File: src/rtl/tsl_pkg.sv
`default_nettype none
// ----------------------------------------------------------------------------
// tsl_pkg
// Shared codes, widths, reset values and types of the turn stalk interpreter.
// ----------------------------------------------------------------------------
package tsl_pkg;

    localparam int STALK_W   = 3;
    localparam int STATUS_W  = 3;
    localparam int DIR_W     = 2;
    localparam int HOLD_W    = 8;
    localparam int LOCK_W    = 4;
    localparam int CFG_IDX_W = 2;
    localparam int CFG_DATA_W = 8;

    localparam logic [STALK_W-1:0] STALK_NONE        = 3'd0;
    localparam logic [STALK_W-1:0] STALK_LEFT_LIGHT  = 3'd1;
    localparam logic [STALK_W-1:0] STALK_RIGHT_LIGHT = 3'd2;
    localparam logic [STALK_W-1:0] STALK_LEFT_FIRM   = 3'd3;
    localparam logic [STALK_W-1:0] STALK_RIGHT_FIRM  = 3'd4;

    localparam logic [STATUS_W-1:0] ST_KEEPING   = 3'd0;
    localparam logic [STATUS_W-1:0] ST_PROPOSE   = 3'd1;
    localparam logic [STATUS_W-1:0] ST_EXECUTION = 3'd2;
    localparam logic [STATUS_W-1:0] ST_HOLD      = 3'd3;
    localparam logic [STATUS_W-1:0] ST_CANCEL    = 3'd4;

    localparam logic [DIR_W-1:0] DIR_NONE  = 2'd0;
    localparam logic [DIR_W-1:0] DIR_LEFT  = 2'd1;
    localparam logic [DIR_W-1:0] DIR_RIGHT = 2'd2;
    localparam logic [DIR_W-1:0] DIR_BAD   = 2'd3;

    localparam logic [HOLD_W-1:0] RST_CANCEL_HOLD_LIMIT       = 8'd40;
    localparam logic [HOLD_W-1:0] RST_INTERACTIVE_HOLD_PRESET = 8'd35;
    localparam logic [LOCK_W-1:0] RST_RETRIGGER_LIMIT         = 4'd11;

    typedef enum logic [CFG_IDX_W-1:0] {
        CFG_CANCEL_HOLD_LIMIT       = 2'd0,
        CFG_INTERACTIVE_HOLD_PRESET = 2'd1,
        CFG_RETRIGGER_LIMIT         = 2'd2
    } t_cfg_index;

    typedef struct packed {
        logic [HOLD_W-1:0] cancel_hold_limit;
        logic [HOLD_W-1:0] interactive_hold_preset;
        logic [LOCK_W-1:0] retrigger_limit;
    } t_cfg;

    typedef struct packed {
        logic [STALK_W-1:0]  stalk_position;
        logic [STATUS_W-1:0] change_status;
        logic [DIR_W-1:0]    request_direction;
        logic                split_present;
        logic                source_interactive;
    } t_item;

    typedef struct packed {
        logic [DIR_W-1:0] latched_command;
        logic             cancel_active;
    } t_result;

    typedef struct packed {
        logic [STALK_W-1:0] previous_stalk;
        logic [DIR_W-1:0]   command_reg;
        logic [LOCK_W-1:0]  lockout_count;
        logic [HOLD_W-1:0]  hold_count;
    } t_state;

endpackage
`default_nettype wire

File: src/rtl/tsl_in_if.sv
`default_nettype none
// ----------------------------------------------------------------------------
// tsl_in_if
// Input channel: one frame of stalk, status and request fields.
// ----------------------------------------------------------------------------
interface tsl_in_if
    import tsl_pkg::*;
();
    logic                valid;
    logic                ready;
    logic [STALK_W-1:0]  stalk_position;
    logic [STATUS_W-1:0] change_status;
    logic [DIR_W-1:0]    request_direction;
    logic                split_present;
    logic                source_interactive;

    modport source (
        output valid, stalk_position, change_status, request_direction,
               split_present, source_interactive,
        input  ready
    );
    modport sink (
        input  valid, stalk_position, change_status, request_direction,
               split_present, source_interactive,
        output ready
    );
endinterface
`default_nettype wire

File: src/rtl/tsl_out_if.sv
`default_nettype none
// ----------------------------------------------------------------------------
// tsl_out_if
// Result channel: latched command and cancel flag of one frame.
// ----------------------------------------------------------------------------
interface tsl_out_if
    import tsl_pkg::*;
();
    logic             valid;
    logic             ready;
    logic [DIR_W-1:0] latched_command;
    logic             cancel_active;

    modport source (
        output valid, latched_command, cancel_active,
        input  ready
    );
    modport sink (
        input  valid, latched_command, cancel_active,
        output ready
    );
endinterface
`default_nettype wire

File: src/rtl/tsl_step.sv
`default_nettype none
// ----------------------------------------------------------------------------
// tsl_step
// Next-state and result logic for one frame: latch, lockout, cancel, hold.
// ----------------------------------------------------------------------------
module tsl_step
    import tsl_pkg::*;
(
    input  t_state  i_state,
    input  t_cfg    i_cfg,
    input  t_item   i_item,
    output t_state  o_state,
    output t_result o_result
);

    logic              cancel_ok;
    logic              prev_free;
    logic              may_latch;
    logic              cancel_left;
    logic              cancel_right;
    logic              push_right;
    logic              push_left;
    logic [LOCK_W:0]   lock_inc;
    logic [LOCK_W-1:0] lock_sat;
    logic [DIR_W-1:0]  cmd_latched;
    logic [HOLD_W-1:0] hold_start;

    always_comb begin
        cancel_ok = (i_item.change_status == ST_PROPOSE)
                 || (i_item.change_status == ST_EXECUTION)
                 || (i_item.change_status == ST_HOLD)
                 || (i_item.change_status == ST_CANCEL)
                 || i_item.split_present;
        prev_free = (i_state.previous_stalk == STALK_NONE)
                 || (i_state.previous_stalk == STALK_LEFT_LIGHT)
                 || (i_state.previous_stalk == STALK_RIGHT_LIGHT);
        may_latch = (i_item.change_status == ST_KEEPING)
                 && (i_item.request_direction == DIR_NONE)
                 && prev_free
                 && (i_state.lockout_count >= i_cfg.retrigger_limit);
        push_right = (i_item.stalk_position == STALK_RIGHT_LIGHT)
                  || (i_item.stalk_position == STALK_RIGHT_FIRM);
        push_left  = (i_item.stalk_position == STALK_LEFT_LIGHT)
                  || (i_item.stalk_position == STALK_LEFT_FIRM);
        cancel_left  = cancel_ok && push_right
                    && ((i_item.request_direction == DIR_LEFT)
                        || (i_state.command_reg == DIR_LEFT));
        cancel_right = cancel_ok && push_left
                    && ((i_item.request_direction == DIR_RIGHT)
                        || (i_state.command_reg == DIR_RIGHT));

        // latch
        cmd_latched = i_state.command_reg;
        if (may_latch && (i_item.stalk_position == STALK_LEFT_FIRM)) begin
            cmd_latched = DIR_LEFT;
        end else if (may_latch && (i_item.stalk_position == STALK_RIGHT_FIRM)) begin
            cmd_latched = DIR_RIGHT;
        end

        // lockout saturating advance
        lock_inc = {1'b0, i_state.lockout_count} + {{LOCK_W{1'b0}}, 1'b1};
        if (lock_inc > {1'b0, i_cfg.retrigger_limit}) begin
            lock_sat = i_cfg.retrigger_limit;
        end else begin
            lock_sat = lock_inc[LOCK_W-1:0];
        end

        // cancel wins over latch
        hold_start = i_state.hold_count;
        o_state.command_reg   = cmd_latched;
        o_state.lockout_count = lock_sat;
        if (cancel_left || cancel_right) begin
            hold_start = i_item.source_interactive ? i_cfg.interactive_hold_preset
                                                   : '0;
            o_state.command_reg   = DIR_NONE;
            o_state.lockout_count = '0;
        end

        o_state.previous_stalk = i_item.stalk_position;

        // hold advance
        if (hold_start < i_cfg.cancel_hold_limit) begin
            o_state.hold_count     = hold_start + 8'd1;
            o_result.cancel_active = 1'b1;
        end else begin
            o_state.hold_count     = i_cfg.cancel_hold_limit;
            o_result.cancel_active = 1'b0;
        end

        o_result.latched_command = o_state.command_reg;
    end

endmodule
`default_nettype wire

File: src/rtl/turn_stalk_lane_change_interpreter.sv
`default_nettype none
// ----------------------------------------------------------------------------
// turn_stalk_lane_change_interpreter
// Interprets turn-stalk pushes per planning frame into a latched lane-change
// command and a timed cancel flag.
// ----------------------------------------------------------------------------
//  channel   | dir | handshake     | payload
//  i_item    | in  | valid/ready   | stalk, status, request, split, interactive
//  o_result  | out | valid/ready   | latched_command, cancel_active
//  i_cfg_*   | in  | write enable  | index 0..2, 8-bit data
//
//  One transaction per cycle sustained while results are taken; the input
//  register feeds the frame logic into the result register and the frame state.
//  Reset clears both stage valids and sets frame state and config registers to defaults.
//  A stalled result holds; the input register still takes one more
//  transaction, after which ready drops until the result is taken.
// ----------------------------------------------------------------------------
module turn_stalk_lane_change_interpreter
    import tsl_pkg::*;
(
    input  wire logic                  i_clk,
    input  wire logic                  i_rst_n,
    tsl_in_if.sink                     i_item,
    tsl_out_if.source                  o_result,
    input  wire logic                  i_cfg_we,
    input  wire logic [CFG_IDX_W-1:0]  i_cfg_index,
    input  wire logic [CFG_DATA_W-1:0] i_cfg_data
);

    logic    r_in_valid;
    t_item   r_in;
    logic    r_out_valid;
    t_result r_out;
    t_state  r_state;
    t_cfg    r_cfg;

    t_state  n_state;
    t_result n_out;
    logic    out_free;
    logic    in_ready;
    logic    advance;

    assign out_free = !r_out_valid || o_result.ready;
    assign in_ready = !r_in_valid || out_free;
    assign advance  = r_in_valid && out_free;

    tsl_step u_step (
        .i_state  (r_state),
        .i_cfg    (r_cfg),
        .i_item   (r_in),
        .o_state  (n_state),
        .o_result (n_out)
    );

    always_ff @(posedge i_clk) begin
        if (!i_rst_n) begin
            r_in_valid  <= 1'b0;
            r_out_valid <= 1'b0;
            r_state.previous_stalk <= STALK_NONE;
            r_state.command_reg    <= DIR_NONE;
            r_state.lockout_count  <= RST_RETRIGGER_LIMIT;
            r_state.hold_count     <= RST_CANCEL_HOLD_LIMIT;
            r_cfg.cancel_hold_limit       <= RST_CANCEL_HOLD_LIMIT;
            r_cfg.interactive_hold_preset <= RST_INTERACTIVE_HOLD_PRESET;
            r_cfg.retrigger_limit         <= RST_RETRIGGER_LIMIT;
        end else begin
            if (in_ready) begin
                r_in_valid <= i_item.valid;
            end
            if (out_free) begin
                r_out_valid <= r_in_valid;
            end
            if (advance) begin
                r_state <= n_state;
            end
            if (i_cfg_we) begin
                unique case (i_cfg_index)
                    CFG_CANCEL_HOLD_LIMIT: begin
                        r_cfg.cancel_hold_limit <= i_cfg_data[HOLD_W-1:0];
                    end
                    CFG_INTERACTIVE_HOLD_PRESET: begin
                        r_cfg.interactive_hold_preset <= i_cfg_data[HOLD_W-1:0];
                    end
                    CFG_RETRIGGER_LIMIT: begin
                        r_cfg.retrigger_limit <= i_cfg_data[LOCK_W-1:0];
                    end
                    default: begin
                    end
                endcase
            end
        end
    end

    always_ff @(posedge i_clk) begin
        if (in_ready && i_item.valid) begin
            r_in.stalk_position     <= i_item.stalk_position;
            r_in.change_status      <= i_item.change_status;
            r_in.request_direction  <= i_item.request_direction;
            r_in.split_present      <= i_item.split_present;
            r_in.source_interactive <= i_item.source_interactive;
        end
        if (advance) begin
            r_out <= n_out;
        end
    end

    assign i_item.ready             = in_ready;
    assign o_result.valid           = r_out_valid;
    assign o_result.latched_command = r_out.latched_command;
    assign o_result.cancel_active   = r_out.cancel_active;

endmodule
`default_nettype wire

File: src/flat_wrapper.sv
// flat-port wrapper written by rule: the top's interface ports become plain ports
module turn_stalk_lane_change_interpreter_flat import tsl_pkg::*;
  (i_clk, i_rst_n, i_cfg_we, i_cfg_index, i_cfg_data, i_item_valid, i_item_stalk_position, i_item_change_status, i_item_request_direction, i_item_split_present, i_item_source_interactive, i_item_ready, o_result_valid, o_result_latched_command, o_result_cancel_active, o_result_ready);
  tsl_in_if i_item_i ();
  tsl_out_if o_result_i ();
  input  wire logic i_clk;
  input  wire logic i_rst_n;
  input  wire logic i_cfg_we;
  input  wire logic [CFG_IDX_W-1:0] i_cfg_index;
  input  wire logic [CFG_DATA_W-1:0] i_cfg_data;
  input wire logic [$bits(i_item_i.valid)-1:0] i_item_valid;
  input wire logic [$bits(i_item_i.stalk_position)-1:0] i_item_stalk_position;
  input wire logic [$bits(i_item_i.change_status)-1:0] i_item_change_status;
  input wire logic [$bits(i_item_i.request_direction)-1:0] i_item_request_direction;
  input wire logic [$bits(i_item_i.split_present)-1:0] i_item_split_present;
  input wire logic [$bits(i_item_i.source_interactive)-1:0] i_item_source_interactive;
  output wire logic [$bits(i_item_i.ready)-1:0] i_item_ready;
  output wire logic [$bits(o_result_i.valid)-1:0] o_result_valid;
  output wire logic [$bits(o_result_i.latched_command)-1:0] o_result_latched_command;
  output wire logic [$bits(o_result_i.cancel_active)-1:0] o_result_cancel_active;
  input wire logic [$bits(o_result_i.ready)-1:0] o_result_ready;
  assign i_item_i.valid = i_item_valid;
  assign i_item_i.stalk_position = i_item_stalk_position;
  assign i_item_i.change_status = i_item_change_status;
  assign i_item_i.request_direction = i_item_request_direction;
  assign i_item_i.split_present = i_item_split_present;
  assign i_item_i.source_interactive = i_item_source_interactive;
  assign i_item_ready = i_item_i.ready;
  assign o_result_valid = o_result_i.valid;
  assign o_result_latched_command = o_result_i.latched_command;
  assign o_result_cancel_active = o_result_i.cancel_active;
  assign o_result_i.ready = o_result_ready;
  turn_stalk_lane_change_interpreter u_core (.i_clk(i_clk), .i_rst_n(i_rst_n), .i_item(i_item_i), .o_result(o_result_i), .i_cfg_we(i_cfg_we), .i_cfg_index(i_cfg_index), .i_cfg_data(i_cfg_data));
endmodule
File: config.mk
export PLATFORM = sky130hd
export DESIGN_NAME = turn_stalk_lane_change_interpreter_flat
export DESIGN_NICKNAME = d
export VERILOG_FILES = /design/src/rtl/tsl_pkg.sv /design/src/rtl/tsl_in_if.sv /design/src/rtl/tsl_out_if.sv /design/src/rtl/tsl_step.sv /design/src/rtl/turn_stalk_lane_change_interpreter.sv /design/src/flat_wrapper.sv
export SDC_FILE = /design/constraint.sdc
export NUM_CORES = 1
export LEC_CHECK = 0
export BUFFER_PORTS_ARGS = -buffer_cell sky130_fd_sc_hd__buf_2
export CAP_MARGIN = 20
export CORE_ASPECT_RATIO = 1.25
export CORE_MARGIN = 4
export CORE_UTILIZATION = 53
export DETAILED_ROUTE_END_ITERATION = 10
export PLACE_DENSITY = 0.76
export SYNTH_ARGS = -nofsm -noshare
export SYNTH_HDL_FRONTEND = slang
export SYNTH_SLANG_ARGS = --single-unit
File: constraint.sdc
create_clock -name i_clk -period 3 [get_ports i_clk]
set_input_delay 0.45 -clock i_clk [delete_from_list [all_inputs] [get_ports i_clk]]
set_output_delay 0.45 -clock i_clk [all_outputs]
set_load 0.01 [all_outputs]
==> impl_metrics.json <==
{
  "num-nets-final": 435,
  "fillers": 435,
  "drt_wl_total_microns": 8010,
  "numPortBuffers": 29,
  "p_per_area_mw_per_mm2": 454,
  "syn-num-nets": 386,
  "layout-drive-gt1-share_pct": 23.4,
  "synth_seq_area_share_pct": 38.2,
  "placed_cells": 444,
  "finalClockSkew_ns": 0.00835,
  "synth_area_leaders": "dfxtp_1 (25%), edfxtp_1 (13%), ha_1 (6.9%)",
  "antenna_found_initial": 0,
  "p_leak_nw": 1.55,
  "worstSetupPathType": "reg2reg",
  "hold_violations": 0,
  "dpl_cell_area_sq_mm": 0.00341,
  "yosys.area.top_type": "dfxtp_1",
  "final-seq-area_sq_mm": 0.00117,
  "die_x_microns": 76.0,
  "status": "finished clean",
  "synth_top_cell_area_share_pct": 25.5,
  "cp.required_ns": 3.18,
  "yosys.cell_count.top_type": "nand2_1",
  "rsz0062_at_grt": "true",
  "grt_start_max_net_pins": 27,
  "die_area_sq_mm": 0.00707,
  "drv_cap": 0,
  "end_kind": "register",
  "die_h_microns": 93.0,
  "drc": 0,
  "tightestPinTransition_ns": 0.564,
  "ir_drop_mv": 0.230,
  "cts_sinks": 52,
  "coreArea_sq_mm": 0.00552,
  "period_share_pct": 97.7,
  "drt_iter0_markers": 242,
  "max_freq_mhz": 341,
  "syn_to_final_growth_pct": 20.3,
  "vias": 2792,
  "multiInputGateArea_sq_mm": 0.00192,
  "ys_ff_latch": 52,
  "ys_top_cells_by_count": "nand2_1 (42), dfxtp_1 (39), nor2_1 (29)",
  "worstPathArrival_ns": 3.11,
  "yosys_warnings": 0,
  "cts.path.max_buffers": 2,
  "cts_hold_buf": 0,
  "synth_area_sq_mm": 0.00307,
  "clkSlewWorstSetupHoldPaths_ns": 0.10,
  "post-route-util_pct": 66.9,
  "layoutNonFillerInstCount": 458,
  "grt_pass1_wl_microns": 11900,
  "crit_fanout": 10,
  "ys.flop_type": "dfxtp_1",
  "ctsRootBufferMaster": "clkbuf_8",
  "fin_setup_tns_ns": 0,
  "initial_core_util_pct": 55.6,
  "startpoint_type": "register",
  "gp_congestion": 0.873,
  "ys_async_sr_fraction_pct": 0,
  "grt_pass1_vias": 2646,
  "slew_violations": 0,
  "n_antenna_cell": 0,
  "clk_latency_ns": 0.32,
  "wl_per_cell_microns": 17.5,
  "fp-row-count": 30,
  "ctsHtreeMaxLevel": 2,
  "syn_inst": 344,
  "num_io_pins": 30,
  "max-slew-margin-rel_pct": 62.3,
  "post-route-min-period_ns": 2.93,
  "fin_area_sq_mm": 0.00369,
  "first_pass_iters": 6,
  "hp-class": "in2reg",
  "cts_made_buffers": 5,
  "power_mw": 1.67,
  "setup_viol": 0,
  "tritoncts": "yes",
  "grt_overflow": 0,
  "routed_via_density": 6.10,
  "syn_avg_cell_area_sq_um": 8.91,
  "synth_cell_types": 53,
  "post-dp-hpwl_microns": 5320,
  "grtUsageTotal_pct": 20.8,
  "synth_edf_count": 13,
  "ant_nets": 0
}
[where the power goes]
part / internal, mW / switching, mW / leakage (nW)
sequential: 0.752 / 0.0364 / 0.446
combinational: 0.167 / 0.205 / 1.04
clock: 0.269 / 0.243 / 0.0588
[what timing repair did]
item | in CTS | in global routing
setup endpoints to repair | 6 | 9
endpoints found under the hold margin | 0 | 0
gates cloned | 0 | 1
pin swaps | 0 | 10
setup buffers | 0 | 5
gates resized for setup | 1 | 26
[worst paths after layout]
path	cells past startpoint	slack, ns	to	startpoint
hold / removal	1	0.30	u_core.r_in[2]	i_item_request_direction[0]
setup reg to reg	12	0.07	u_core.r_state[3]	u_core.r_in[9]
setup / recovery	12	0.07	u_core.r_state[3]	u_core.r_in[9]
hold reg to reg	2	0.48	u_core.r_state[16]	u_core.r_state[16]
[placed cells by master, fill, tap and decap left out, drive strengths merged, types with 2 or more instances in the layout]
cell type / instances
buf: 54
nand2: 42
dfxtp: 39
nor2: 30
nand3: 21
a21oi: 20
o21ai: 20
mux2i: 17
ha: 17
inv: 14
edfxtp: 13
xnor2: 10
nor2b: 8
o211ai: 7
clkbuf: 6
nand2b: 6
o21a: 5
a21o: 5
and3: 5
and2: 4
nor3: 4
nand4: 4
o2111ai: 4
nand3b: 3
nand4b: 3
a2111oi: 3
a2bb2oi: 2
o211a: 2
a221o: 2
a211oi: 2
xor2: 2
clkinv: 2
a31oi: 2
o31ai: 2
a221oi: 2
or3: 2
nor3b: 2
[layout make-up]
cell class / count / share of cell area (%)
multi-input combinational: 265 / 52.1
sequential: 52 / 31.7
timing repair buffer: 54 / 9.33
clock buffer: 6 / 2.24
tap: 64 / 2.17
inverter: 15 / 1.53
clock inverter: 2 / 0.916
[registers in the layout, summed over array words and instances (netlist names)]
name and count:
u_core.r_cfg 20, u_core.o_result.cancel_active 1, u_core.r_state 17, u_core.o_result.latched_command 2, u_core.r_in_valid 1, u_core.r_in 10
u_core.o_result.valid 1
[worst max-delay path, cell delays in order, from the launching register on]
cell	delay (ns)
edfxtp_1	0.48
nand2b_4	0.20
a221oi_4	0.34
buf_6	0.17
o21ai_4	0.10
buf_6	0.17
nand2_1	0.07
o21ai_0	0.08
ha_1	0.29
o2111ai_2	0.14
a211o_4	0.36
a2111oi_4	0.33
a311oi_2	0.06
[stage by stage]
| stage | setup WS (ns) | hold WS (ns) |
|---|---|---|
| final | 0.0686 | 0.299 |
| after global routing | -0.0719 | 0.290 |
| after CTS | 0.00186 | 0.308 |
| after detailed placement | -0.0427 | 0.458 |
| after global placement | 0.0474 | 0.454 |
| after floorplan | -0.0244 | 0.431 |
[cell families (layout without fill, tap and decap cells)]
| family | after synthesis | after routing | share of synthesized area [%] |
|---|---|---|---|
| AND/OR/NAND/NOR | 136 | 136 | 21.7 |
| AO/OA/AOI/OAI | 82 | 83 | 20.6 |
| flip-flops | 52 | 52 | 38.2 |
| buffers and inverters | 28 | 77 | 3.63 |
| adder cells (fa/ha/maj) | 17 | 17 | 6.94 |
| multiplexers | 17 | 17 | 5.55 |
| XOR/XNOR | 12 | 12 | 3.43 |
[layer usage]
metal,vias to the layer above,wire (microns),track usage [%]
li1,1338,-,-
met1,1287,3140,23.7
met2,120,4000,37.1
met3,47,487,4.62
met4,0,380,8.75
met5,-,0,0
No activity file was read; power rests on OpenSTA's default activity.
